===== src/rtl/ihp_pkg.sv =====
// Shared types and constants for the IPv4 header probe.
// Used by every module under rtl/; depends on nothing.
package ihp_pkg;

	localparam int unsigned MAX_FRAME_BYTES = 65535;
	localparam int unsigned LEN_W = 16;
	localparam int unsigned L4_W = 8;

	localparam logic [LEN_W-1:0] ETH_HDR_BYTES = 16'd14;
	localparam logic [LEN_W-1:0] IPV4_MIN_FRAME = 16'd34;
	localparam logic [LEN_W-1:0] POS_ETYPE_HI = 16'd12;
	localparam logic [LEN_W-1:0] POS_ETYPE_LO = 16'd13;
	localparam logic [LEN_W-1:0] POS_IHL = 16'd14;
	localparam logic [LEN_W-1:0] POS_PROTO = 16'd23;
	localparam logic [LEN_W-1:0] POS_SRC_FIRST = 16'd26;
	localparam logic [LEN_W-1:0] POS_SRC_LAST = 16'd29;
	localparam logic [LEN_W-1:0] POS_DST_FIRST = 16'd30;
	localparam logic [LEN_W-1:0] POS_DST_LAST = 16'd33;
	localparam logic [LEN_W-1:0] POS_L4_MIN = 16'd34;
	localparam logic [L4_W-1:0] L4_BASE = 8'd14;
	localparam logic [L4_W-1:0] TCP_HDR_BYTES = 8'd20;
	localparam logic [L4_W-1:0] UDP_HDR_BYTES = 8'd8;
	localparam logic [L4_W-1:0] PORT_BYTES = 8'd4;

	localparam logic [15:0] ETYPE_IPV4 = 16'h0800;
	localparam logic [3:0] IHL_MIN = 4'd5;
	localparam logic [7:0] PROTO_ICMP = 8'd1;
	localparam logic [7:0] PROTO_TCP = 8'd6;
	localparam logic [7:0] PROTO_UDP = 8'd17;

	localparam int unsigned OUT_DEPTH = 4;
	localparam int unsigned OUT_PTR_W = $clog2(OUT_DEPTH);
	localparam int unsigned OUT_CNT_W = $clog2(OUT_DEPTH + 1);

	// everything captured from one frame, handed over on its final byte
	typedef struct packed {
		logic [LEN_W-1:0] frame_len;
		logic [15:0] ether_type;
		logic [3:0] header_words;
		logic [7:0] ip_proto;
		logic [31:0] src_addr;
		logic [31:0] dst_addr;
		logic [31:0] port_bytes;
	} frame_sum_t;

	// first output field sits in the lowest bits; event_valid goes out on tuser
	typedef struct packed {
		logic [63:0] icmp_total;
		logic [63:0] udp_total;
		logic [63:0] tcp_total;
		logic [63:0] byte_total;
		logic [63:0] pkt_total;
		logic [15:0] pkt_len;
		logic [7:0] protocol;
		logic [15:0] dport;
		logic [15:0] sport;
		logic [31:0] dst_ip;
		logic [31:0] src_ip;
		logic event_valid;
	} result_t;

	localparam int unsigned RESULT_W = $bits(result_t);
	localparam int unsigned OUT_TDATA_W = ((RESULT_W - 1 + 7) / 8) * 8;

endpackage


===== src/rtl/ihp_capture.sv =====
// Byte capture stage: input register plus per-frame header capture.
// Depends on ihp_pkg; emits one frame summary per final byte.
module ihp_capture (
	input  logic clk,
	input  logic arst_n,
	input  logic in_valid,
	input  logic [7:0] in_byte,
	input  logic in_last,
	output logic last_pending,
	output logic sum_valid,
	output ihp_pkg::frame_sum_t sum
);

	logic valid_s1;
	logic last_s1;
	logic [7:0] byte_s1;

	logic [ihp_pkg::LEN_W-1:0] offset_q, offset_n;
	logic [15:0] etype_q, etype_n;
	logic [3:0] hw_q, hw_n;
	logic [7:0] proto_q, proto_n;
	logic [31:0] src_q, src_n;
	logic [31:0] dst_q, dst_n;
	logic [31:0] ports_q, ports_n;
	logic [ihp_pkg::L4_W-1:0] l4_off;
	logic [ihp_pkg::LEN_W-1:0] l4_pos;
	logic sum_valid_s2;
	ihp_pkg::frame_sum_t sum_s2;

	always_ff @(posedge clk or negedge arst_n) begin
		if (!arst_n) begin
			valid_s1 <= 1'b0;
			last_s1 <= 1'b0;
		end else begin
			valid_s1 <= in_valid;
			last_s1 <= in_valid & in_last;
		end
	end

	always_ff @(posedge clk) begin
		if (in_valid) begin
			byte_s1 <= in_byte;
		end
	end

	assign l4_off = ihp_pkg::L4_BASE + {2'b00, hw_q, 2'b00};
	assign l4_pos = {{(ihp_pkg::LEN_W-ihp_pkg::L4_W){1'b0}}, l4_off};

	always_comb begin
		offset_n = offset_q;
		etype_n = etype_q;
		hw_n = hw_q;
		proto_n = proto_q;
		src_n = src_q;
		dst_n = dst_q;
		ports_n = ports_q;
		if (offset_q < ihp_pkg::LEN_W'(ihp_pkg::MAX_FRAME_BYTES)) begin
			offset_n = offset_q + 1'b1;
			if (offset_q == ihp_pkg::POS_ETYPE_HI || offset_q == ihp_pkg::POS_ETYPE_LO) begin
				etype_n = {etype_q[7:0], byte_s1};
			end
			if (offset_q == ihp_pkg::POS_IHL) begin
				hw_n = byte_s1[3:0];
			end
			if (offset_q == ihp_pkg::POS_PROTO) begin
				proto_n = byte_s1;
			end
			if (offset_q >= ihp_pkg::POS_SRC_FIRST && offset_q <= ihp_pkg::POS_SRC_LAST) begin
				src_n = {src_q[23:0], byte_s1};
			end
			if (offset_q >= ihp_pkg::POS_DST_FIRST && offset_q <= ihp_pkg::POS_DST_LAST) begin
				dst_n = {dst_q[23:0], byte_s1};
			end
			// first four L4 bytes hold the two ports
			if (offset_q >= ihp_pkg::POS_L4_MIN && offset_q >= l4_pos &&
				offset_q < l4_pos + ihp_pkg::LEN_W'(ihp_pkg::PORT_BYTES)) begin
				ports_n = {ports_q[23:0], byte_s1};
			end
		end
	end

	always_ff @(posedge clk or negedge arst_n) begin
		if (!arst_n) begin
			offset_q <= '0;
			etype_q <= '0;
			hw_q <= '0;
			proto_q <= '0;
			src_q <= '0;
			dst_q <= '0;
			ports_q <= '0;
			sum_valid_s2 <= 1'b0;
		end else begin
			sum_valid_s2 <= valid_s1 & last_s1;
			if (valid_s1) begin
				if (last_s1) begin
					offset_q <= '0;
					etype_q <= '0;
					hw_q <= '0;
					proto_q <= '0;
					src_q <= '0;
					dst_q <= '0;
					ports_q <= '0;
				end else begin
					offset_q <= offset_n;
					etype_q <= etype_n;
					hw_q <= hw_n;
					proto_q <= proto_n;
					src_q <= src_n;
					dst_q <= dst_n;
					ports_q <= ports_n;
				end
			end
		end
	end

	always_ff @(posedge clk) begin
		if (valid_s1 && last_s1) begin
			sum_s2.frame_len <= offset_n;
			sum_s2.ether_type <= etype_n;
			sum_s2.header_words <= hw_n;
			sum_s2.ip_proto <= proto_n;
			sum_s2.src_addr <= src_n;
			sum_s2.dst_addr <= dst_n;
			sum_s2.port_bytes <= ports_n;
		end
	end

	assign last_pending = valid_s1 & last_s1;
	assign sum_valid = sum_valid_s2;
	assign sum = sum_s2;

	a_last_needs_valid: assert property (@(posedge clk) disable iff (!arst_n)
		last_s1 |-> valid_s1) else $error("last flag without a byte");
	a_clear_after_last: assert property (@(posedge clk) disable iff (!arst_n)
		valid_s1 && last_s1 |=> offset_q == '0) else $error("frame state not cleared");
	a_sum_follows_last: assert property (@(posedge clk) disable iff (!arst_n)
		sum_valid_s2 |-> $past(valid_s1 && last_s1)) else $error("summary without last byte");

endmodule


===== src/rtl/ihp_count.sv =====
// Frame classification and 64-bit traffic counters.
// Depends on ihp_pkg; turns a frame summary into one result.
module ihp_count (
	input  logic clk,
	input  logic arst_n,
	input  logic sum_valid,
	input  ihp_pkg::frame_sum_t sum,
	output ihp_pkg::result_t res
);

	logic [63:0] pkts_q, bytes_q, tcp_q, udp_q, icmp_q;
	logic [ihp_pkg::LEN_W-1:0] len;
	logic [ihp_pkg::L4_W-1:0] l4_off;
	logic [ihp_pkg::LEN_W-1:0] l4_pos;
	logic counted, ev, is_tcp, is_udp, is_icmp, ports_ok;
	logic [63:0] pkts_n, bytes_n, tcp_n, udp_n, icmp_n;

	assign len = sum.frame_len;
	assign l4_off = ihp_pkg::L4_BASE + {2'b00, sum.header_words, 2'b00};
	assign l4_pos = {{(ihp_pkg::LEN_W-ihp_pkg::L4_W){1'b0}}, l4_off};

	assign counted = len >= ihp_pkg::ETH_HDR_BYTES;
	assign ev = counted && sum.ether_type == ihp_pkg::ETYPE_IPV4 &&
		len >= ihp_pkg::IPV4_MIN_FRAME && sum.header_words >= ihp_pkg::IHL_MIN &&
		l4_pos <= len;
	assign is_tcp = ev && sum.ip_proto == ihp_pkg::PROTO_TCP;
	assign is_udp = ev && sum.ip_proto == ihp_pkg::PROTO_UDP;
	assign is_icmp = ev && sum.ip_proto == ihp_pkg::PROTO_ICMP;
	// ports only when the whole L4 header fits
	assign ports_ok = (is_tcp &&
			l4_pos + ihp_pkg::LEN_W'(ihp_pkg::TCP_HDR_BYTES) <= len) ||
		(is_udp && l4_pos + ihp_pkg::LEN_W'(ihp_pkg::UDP_HDR_BYTES) <= len);

	assign pkts_n = counted ? pkts_q + 64'd1 : pkts_q;
	assign bytes_n = counted ? bytes_q + {48'd0, len} : bytes_q;
	assign tcp_n = is_tcp ? tcp_q + 64'd1 : tcp_q;
	assign udp_n = is_udp ? udp_q + 64'd1 : udp_q;
	assign icmp_n = is_icmp ? icmp_q + 64'd1 : icmp_q;

	always_ff @(posedge clk or negedge arst_n) begin
		if (!arst_n) begin
			pkts_q <= '0;
			bytes_q <= '0;
			tcp_q <= '0;
			udp_q <= '0;
			icmp_q <= '0;
		end else if (sum_valid) begin
			pkts_q <= pkts_n;
			bytes_q <= bytes_n;
			tcp_q <= tcp_n;
			udp_q <= udp_n;
			icmp_q <= icmp_n;
		end
	end

	always_comb begin
		res.event_valid = ev;
		res.src_ip = ev ? sum.src_addr : 32'd0;
		res.dst_ip = ev ? sum.dst_addr : 32'd0;
		res.sport = ports_ok ? sum.port_bytes[31:16] : 16'd0;
		res.dport = ports_ok ? sum.port_bytes[15:0] : 16'd0;
		res.protocol = ev ? sum.ip_proto : 8'd0;
		res.pkt_len = len;
		res.pkt_total = pkts_n;
		res.byte_total = bytes_n;
		res.tcp_total = tcp_n;
		res.udp_total = udp_n;
		res.icmp_total = icmp_n;
	end

	a_ev_long_enough: assert property (@(posedge clk) disable iff (!arst_n)
		sum_valid && res.event_valid |-> res.pkt_len >= ihp_pkg::IPV4_MIN_FRAME)
		else $error("event on a short frame");
	a_short_no_count: assert property (@(posedge clk) disable iff (!arst_n)
		sum_valid && len < ihp_pkg::ETH_HDR_BYTES |=> $stable(pkts_q) && $stable(bytes_q))
		else $error("short frame counted");
	a_ports_need_event: assert property (@(posedge clk) disable iff (!arst_n)
		sum_valid && !res.event_valid |-> res.sport == 16'd0 && res.dport == 16'd0 &&
		res.src_ip == 32'd0) else $error("fields set without event");

endmodule


===== src/rtl/ihp_out_fifo.sv =====
// Small result queue between the counter stage and the output channel.
// Depends on ihp_pkg; a register file of OUT_DEPTH result entries.
module ihp_out_fifo (
	input  logic clk,
	input  logic arst_n,
	input  logic push,
	input  ihp_pkg::result_t push_data,
	input  logic pop,
	output logic not_empty,
	output ihp_pkg::result_t head,
	output logic [ihp_pkg::OUT_CNT_W-1:0] count
);

	ihp_pkg::result_t entry_q [ihp_pkg::OUT_DEPTH];
	logic [ihp_pkg::OUT_PTR_W-1:0] wr_ptr_q, rd_ptr_q;
	logic [ihp_pkg::OUT_CNT_W-1:0] count_q;
	logic do_pop;

	assign do_pop = pop && count_q != '0;

	always_ff @(posedge clk) begin
		if (push) begin
			entry_q[wr_ptr_q] <= push_data;
		end
	end

	always_ff @(posedge clk or negedge arst_n) begin
		if (!arst_n) begin
			wr_ptr_q <= '0;
			rd_ptr_q <= '0;
			count_q <= '0;
		end else begin
			if (push) begin
				wr_ptr_q <= wr_ptr_q + 1'b1;
			end
			if (do_pop) begin
				rd_ptr_q <= rd_ptr_q + 1'b1;
			end
			case ({push, do_pop})
				2'b10: count_q <= count_q + 1'b1;
				2'b01: count_q <= count_q - 1'b1;
				default: count_q <= count_q;
			endcase
		end
	end

	assign not_empty = count_q != '0;
	assign head = entry_q[rd_ptr_q];
	assign count = count_q;

	a_no_overflow: assert property (@(posedge clk) disable iff (!arst_n)
		push |-> count_q < ihp_pkg::OUT_CNT_W'(ihp_pkg::OUT_DEPTH) || do_pop)
		else $error("result queue overflow");
	a_count_bound: assert property (@(posedge clk) disable iff (!arst_n)
		count_q <= ihp_pkg::OUT_CNT_W'(ihp_pkg::OUT_DEPTH)) else $error("count out of range");
	a_ptr_gap: assert property (@(posedge clk) disable iff (!arst_n)
		count_q == '0 |-> wr_ptr_q == rd_ptr_q) else $error("pointers disagree with count");

endmodule


===== src/rtl/ipv4_header_probe_with_counters.sv =====
// Top level of the IPv4 header probe with traffic counters.
// Depends on ihp_pkg, ihp_capture, ihp_count and ihp_out_fifo.
//
//   channel  | dir | handshake          | payload
//   s_axis   | in  | tvalid / tready    | tdata: pkt_byte; tlast: last_byte
//   m_axis   | out | tvalid / tready    | tuser: event_valid; tdata: other result fields
//
// One byte is taken every clock while tready is high. A frame's result
// leaves the queue after its final byte passes the input register,
// capture, and counter update into the result queue.
// Reset clears all frame state, counters and the queue.
// tready drops only when the four-entry result queue plus results still
// in the pipeline could fill it; a stall on the output never loses a result.
module ipv4_header_probe_with_counters (
	input  logic clk,
	input  logic arst_n,
	input  logic s_axis_tvalid,
	output logic s_axis_tready,
	input  logic [7:0] s_axis_tdata,   // [7:0] pkt_byte
	input  logic s_axis_tlast,
	output logic m_axis_tvalid,
	input  logic m_axis_tready,
	output logic m_axis_tuser,         // [0] event_valid
	// [31:0] src_ip, [63:32] dst_ip, [79:64] sport, [95:80] dport,
	// [103:96] protocol, [119:104] pkt_len, [183:120] pkt_total,
	// [247:184] byte_total, [311:248] tcp_total, [375:312] udp_total,
	// [439:376] icmp_total
	output logic [ihp_pkg::OUT_TDATA_W-1:0] m_axis_tdata
);

	logic in_req;
	logic last_pending;
	logic sum_valid;
	ihp_pkg::frame_sum_t sum;
	ihp_pkg::result_t res;
	ihp_pkg::result_t head;
	logic not_empty;
	logic [ihp_pkg::OUT_CNT_W-1:0] q_count;
	logic [ihp_pkg::OUT_CNT_W-1:0] committed;

	assign in_req = s_axis_tvalid & s_axis_tready;

	// queue slots already promised to results still in flight
	assign committed = q_count + ihp_pkg::OUT_CNT_W'(last_pending) +
		ihp_pkg::OUT_CNT_W'(sum_valid);
	assign s_axis_tready = committed < ihp_pkg::OUT_CNT_W'(ihp_pkg::OUT_DEPTH);

	ihp_capture u_capture (
		.clk(clk),
		.arst_n(arst_n),
		.in_valid(in_req),
		.in_byte(s_axis_tdata),
		.in_last(s_axis_tlast),
		.last_pending(last_pending),
		.sum_valid(sum_valid),
		.sum(sum)
	);

	ihp_count u_count (
		.clk(clk),
		.arst_n(arst_n),
		.sum_valid(sum_valid),
		.sum(sum),
		.res(res)
	);

	ihp_out_fifo u_out (
		.clk(clk),
		.arst_n(arst_n),
		.push(sum_valid),
		.push_data(res),
		.pop(m_axis_tready),
		.not_empty(not_empty),
		.head(head),
		.count(q_count)
	);

	assign m_axis_tvalid = not_empty;
	assign m_axis_tuser = head.event_valid;
	assign m_axis_tdata = ihp_pkg::OUT_TDATA_W'(head[ihp_pkg::RESULT_W-1:1]);

endmodule


===== config.mk =====
export PLATFORM = sky130hd
export DESIGN_NAME = ipv4_header_probe_with_counters
export DESIGN_NICKNAME = d
export VERILOG_FILES = /design/src/rtl/ihp_pkg.sv /design/src/rtl/ihp_capture.sv /design/src/rtl/ihp_count.sv /design/src/rtl/ihp_out_fifo.sv /design/src/rtl/ipv4_header_probe_with_counters.sv
export SDC_FILE = /design/constraint.sdc
export NUM_CORES = 2
export LEC_CHECK = 0
export BUFFER_PORTS_ARGS = -buffer_cell sky130_fd_sc_hd__buf_2
export CORE_MARGIN = 4
export CORE_UTILIZATION = 40
export DETAILED_ROUTE_END_ITERATION = 16
export PLACE_DENSITY_LB_ADDON = 0.2
export RECOVER_POWER = 50
export REMOVE_ABC_BUFFERS = 1
export SYNTH_ARGS = -nofsm -noshare
export SYNTH_HDL_FRONTEND = slang
export SYNTH_SLANG_ARGS = --single-unit

===== constraint.sdc =====
create_clock -name clk -period 18.5 [get_ports clk]
set_clock_uncertainty 0.1 [all_clocks]
set_input_delay 0.925 -clock clk [delete_from_list [all_inputs] [get_ports clk]]
set_output_delay 0.925 -clock clk [all_outputs]
set_load 0.005 [all_outputs]

==> flow_summary.json <==
{
  "outcome": "finished with violations",
  "violations": "capacitance limit, slew limit",
  "ir_worst_vdd_v": 0.000111,
  "synth_edf_count": 1912,
  "total_power_mw": 14.4,
  "reg2reg_depth": 4,
  "cts_buffers": 279,
  "postCtsResizedCells": 0,
  "dp_cells": 9576,
  "dp_hpwl_mm": 151,
  "cts_buffer_depth": 4,
  "fp.dieH_um": 507,
  "clk_latency_ns": 0.90,
  "vias_per_cell": 5.40,
  "rsz0062_at_grt": "false",
  "fmax_mhz": 93.2,
  "cp-end-kind": "flip-flop",
  "critPathRequiredTime_ns": 18.65,
  "hold_depth": 1,
  "async_flop_share_pct": 19.7,
  "std_cell_rows": 182,
  "tightest_slew_ns": 8.85,
  "vias": 54400,
  "p_int_mw": 10.5,
  "cts_htree_levels": 5,
  "post-synth-top-count-cell": "edfxtp_1",
  "antenna_found_initial": 9,
  "dieArea_mm2": 0.257,
  "path_clk_slew_ns": 0.06,
  "die_w_um": 507,
  "yosys_warnings": 0,
  "final_area_mm2": 0.114,
  "p_sw_mw": 3.95,
  "p_leak_nw": 40.1,
  "whs_ns": 0.117,
  "hold_path.class": "in -> reg",
  "power_density_mw_per_mm2": 127,
  "ys_seq_area_share_pct": 69.6,
  "avgSynthCellArea_um2": 16.5,
  "grt_pass1_wl_mm": 365,
  "area_growth_pct": 14.6,
  "setup-tns-final_ns": 0,
  "hold_violations": 0,
  "portBuffers": 455,
  "drc": 0,
  "grt_pass1_vias": 55600,
  "ant_nets": 0,
  "synth_top_cell_by_area": "edfxtp_1",
  "min_from": "s_axis_tdata[0]",
  "worstReg2RegEnd": "u_out.entry_q[3][82]$_DFFE_PP_",
  "wl_per_cell_um": 24.2,
  "r2r_setup_slack_ns": 7.77,
  "start_kind": "flip-flop",
  "worstReg2RegStart": "u_out.wr_ptr_q[0]$_DFFE_PN0P_",
  "sw_frac_of_total_pct": 27.4,
  "grtUsageTotal_pct": 18.8,
  "slowest_delay_ns": 5.49,
  "start_util_pct": 40.3,
  "finalCritPeriodShare_pct": 58.0,
  "maxSlewHeadroom_pct": -490,
  "cts_num_sinks": 2382,
  "design.core.area_mm2": 0.247,
  "cts-root-buf": "clkbuf_16",
  "ys_ff_latch": 2382,
  "layout-drive-gt1-share_pct": 21.4,
  "postPlaceCellArea_mm2": 0.106,
  "stdcell_count": 10100,
  "setup_viol": 0,
  "syn_inst": 6035,
  "post_cts_buffers": 0,
  "synth_ff_type": "edfxtp_1",
  "synthDistinctLibCells": 88,
  "grt_max_degree": 138,
  "arrival_ns": 10.88,
  "slew_viol_final": 2253,
  "synthesis.area_mm2": 0.0994,
  "postLayoutCoreUtil_pct": 46.2,
  "comb_power_share_pct": 20.9,
  "final.setup.worst_slack_ns": 7.77,
  "overflow": 0,
  "path_cells": "ha_1 -> and2_0 -> buf_12 -> clkbuf_1",
  "gp_congestion": 0.798,
  "power_frac_clock_pct": 36.3,
  "wl_mm": 244,
  "critPathKind": "reg -> reg",
  "synth_top_area_share_pct": 57.8,
  "layout.nets": 6625,
  "cts_tree": "done",
  "pwr-share-seq_pct": 42.8,
  "critPathSlowestCell": "clkbuf_1",
  "synth_area_leaders": "edfxtp_1 58%, dfrtp_1 12%, mux4_2 10%, xnor2_1 3.1%, xor2_1 2.5%",
  "maxCapViolCount": 39,
  "min_to": "u_capture.byte_s1[0]$_DFFE_PP_",
  "finalCriticalPeriod_ns": 10.73,
  "post-place-ws_ns": 13.37,
  "boundaryPins": 456,
  "yosys-top-cells-count": "1,912 x edfxtp_1, 485 x nand2_1, 470 x dfrtp_1",
  "drt_iter0_drc": 4327,
  "crit_fanout": 128,
  "firstDrtPassIters": 6
}
-- worst max-delay path, delay by kind of cell (launching register included) --
| family | cells | cell delay (ns) |
|---|---|---|
| buf+inv | 2 | 6.18 |
| simple gates | 1 | 2.85 |
| fa+ha+maj | 1 | 0.16 |
| flops | 1 | 0.41 |
-- how the worst max path moves through the flow --
| stage | end | slack (ns) | from | cells after the start |
|---|---|---|---|---|
| after floorplan | m_axis_tdata[0] | -0.22 | u_out.rd_ptr_q[0]$_DFFE_PN0P_ | 1 |
| after global placement | u_capture.ports_q[28]$_DFFE_PN0P_ | 13.47 | u_capture.hw_q[0]$_DFFE_PN0P_ | 12 |
| after detailed placement | u_capture.ports_q[29]$_DFFE_PN0P_ | 13.37 | u_capture.hw_q[0]$_DFFE_PN0P_ | 12 |
| after CTS | m_axis_tdata[274] | 12.68 | u_out.rd_ptr_q[0]$_DFFE_PN0P_ | 4 |
| after global routing | u_out.entry_q[0][307]$_DFFE_PP_ | 6.72 | u_out.wr_ptr_q[0]$_DFFE_PN0P_ | 4 |
| final | u_out.entry_q[3][82]$_DFFE_PP_ | 7.77 | u_out.wr_ptr_q[0]$_DFFE_PN0P_ | 4 |
-- layer usage --
metal  wire, um  GRT usage (%)  share of wire, %  vias up
met3      13000           3.30               5.3      371
met1     108000           26.4                44    28300
li1           -              -                 -    24300
met5         13              0            0.0053        -
met4       8260           6.27               3.4        2
met2     115000           29.7                47     1360
-- cells in the final DEF, fill, tap and decap left out, types with 64 or more instances in the layout --
master / n
mux4_2: 441
nand2_1: 485
buf_2: 446
nor2_1: 267
nand4_1: 132
dfrtp_1: 468
and2_1: 105
a22oi_1: 73
nand3_1: 226
edfxtp_1: 1912
nor3_1: 130
and3_1: 64
clkbuf_16: 283
clkbuf_1: 118
ha_1: 64
mux2_2: 77
o2bb2ai_1: 75
xor2_1: 288
xnor2_1: 353
-- sequential cells by signal, summed over array words and instances, names as in the netlist, 32 cells and up --
signal and cells:
u_count.pkts_q 64, u_capture.ports_q 32, u_capture.dst_q 32, u_count.bytes_q 64
u_count.tcp_q 64, u_out.entry_q 1764, u_capture.sum 140, u_count.icmp_q 64
u_count.udp_q 64, u_capture.src_q 32
-- cell type report --
| class | instances | area, um2 |
|---|---|---|
| fill | 21300 | 133000 |
| sequential | 2382 | 69200 |
| multi-input combinational | 3292 | 28900 |
| clock buffer | 367 | 7550 |
| tap | 3312 | 4140 |
| timing repair buffer | 544 | 2860 |
| clock inverter | 121 | 1120 |
| inverter | 47 | 179 |
| antenna | 3 | 7.51 |
-- power by group through the flow --
| stage | Clock (mW) | Combinational (mW) | Sequential [mW] |
|---|---|---|---|
| 6_report | 5.23 | 3.02 | 6.18 |
| 5_1_grt | 5.61 | 3.28 | 6.21 |
| 4_1_cts | 5.39 | 3.13 | 6.16 |
| 3_5_place_dp | 0 | 3.12 | 6.27 |
| 3_3_place_gp | 0 | 3.12 | 6.27 |
| 2_1_floorplan | 0 | 2.61 | 6.58 |
-- what timing repair did --
action,in CTS,in global routing
hold endpoints to repair,56,0
endpoints found under the setup margin,0,0
hold buffers,1,0
-- cells by family after synthesis --
logic type,after synthesis,synth area share [%]
DFF,2382,69.6
and+or+nand+nor,1650,8.26
xor gates and xnor gates,641,5.65
muxes,535,11.1
AOI/OAI and AO/OA,399,3.18
buffers and inverters,361,1.43
adders and majority gates,66,0.846
other,1,0.00377
Note: power is estimated with default switching activity, not from simulation.
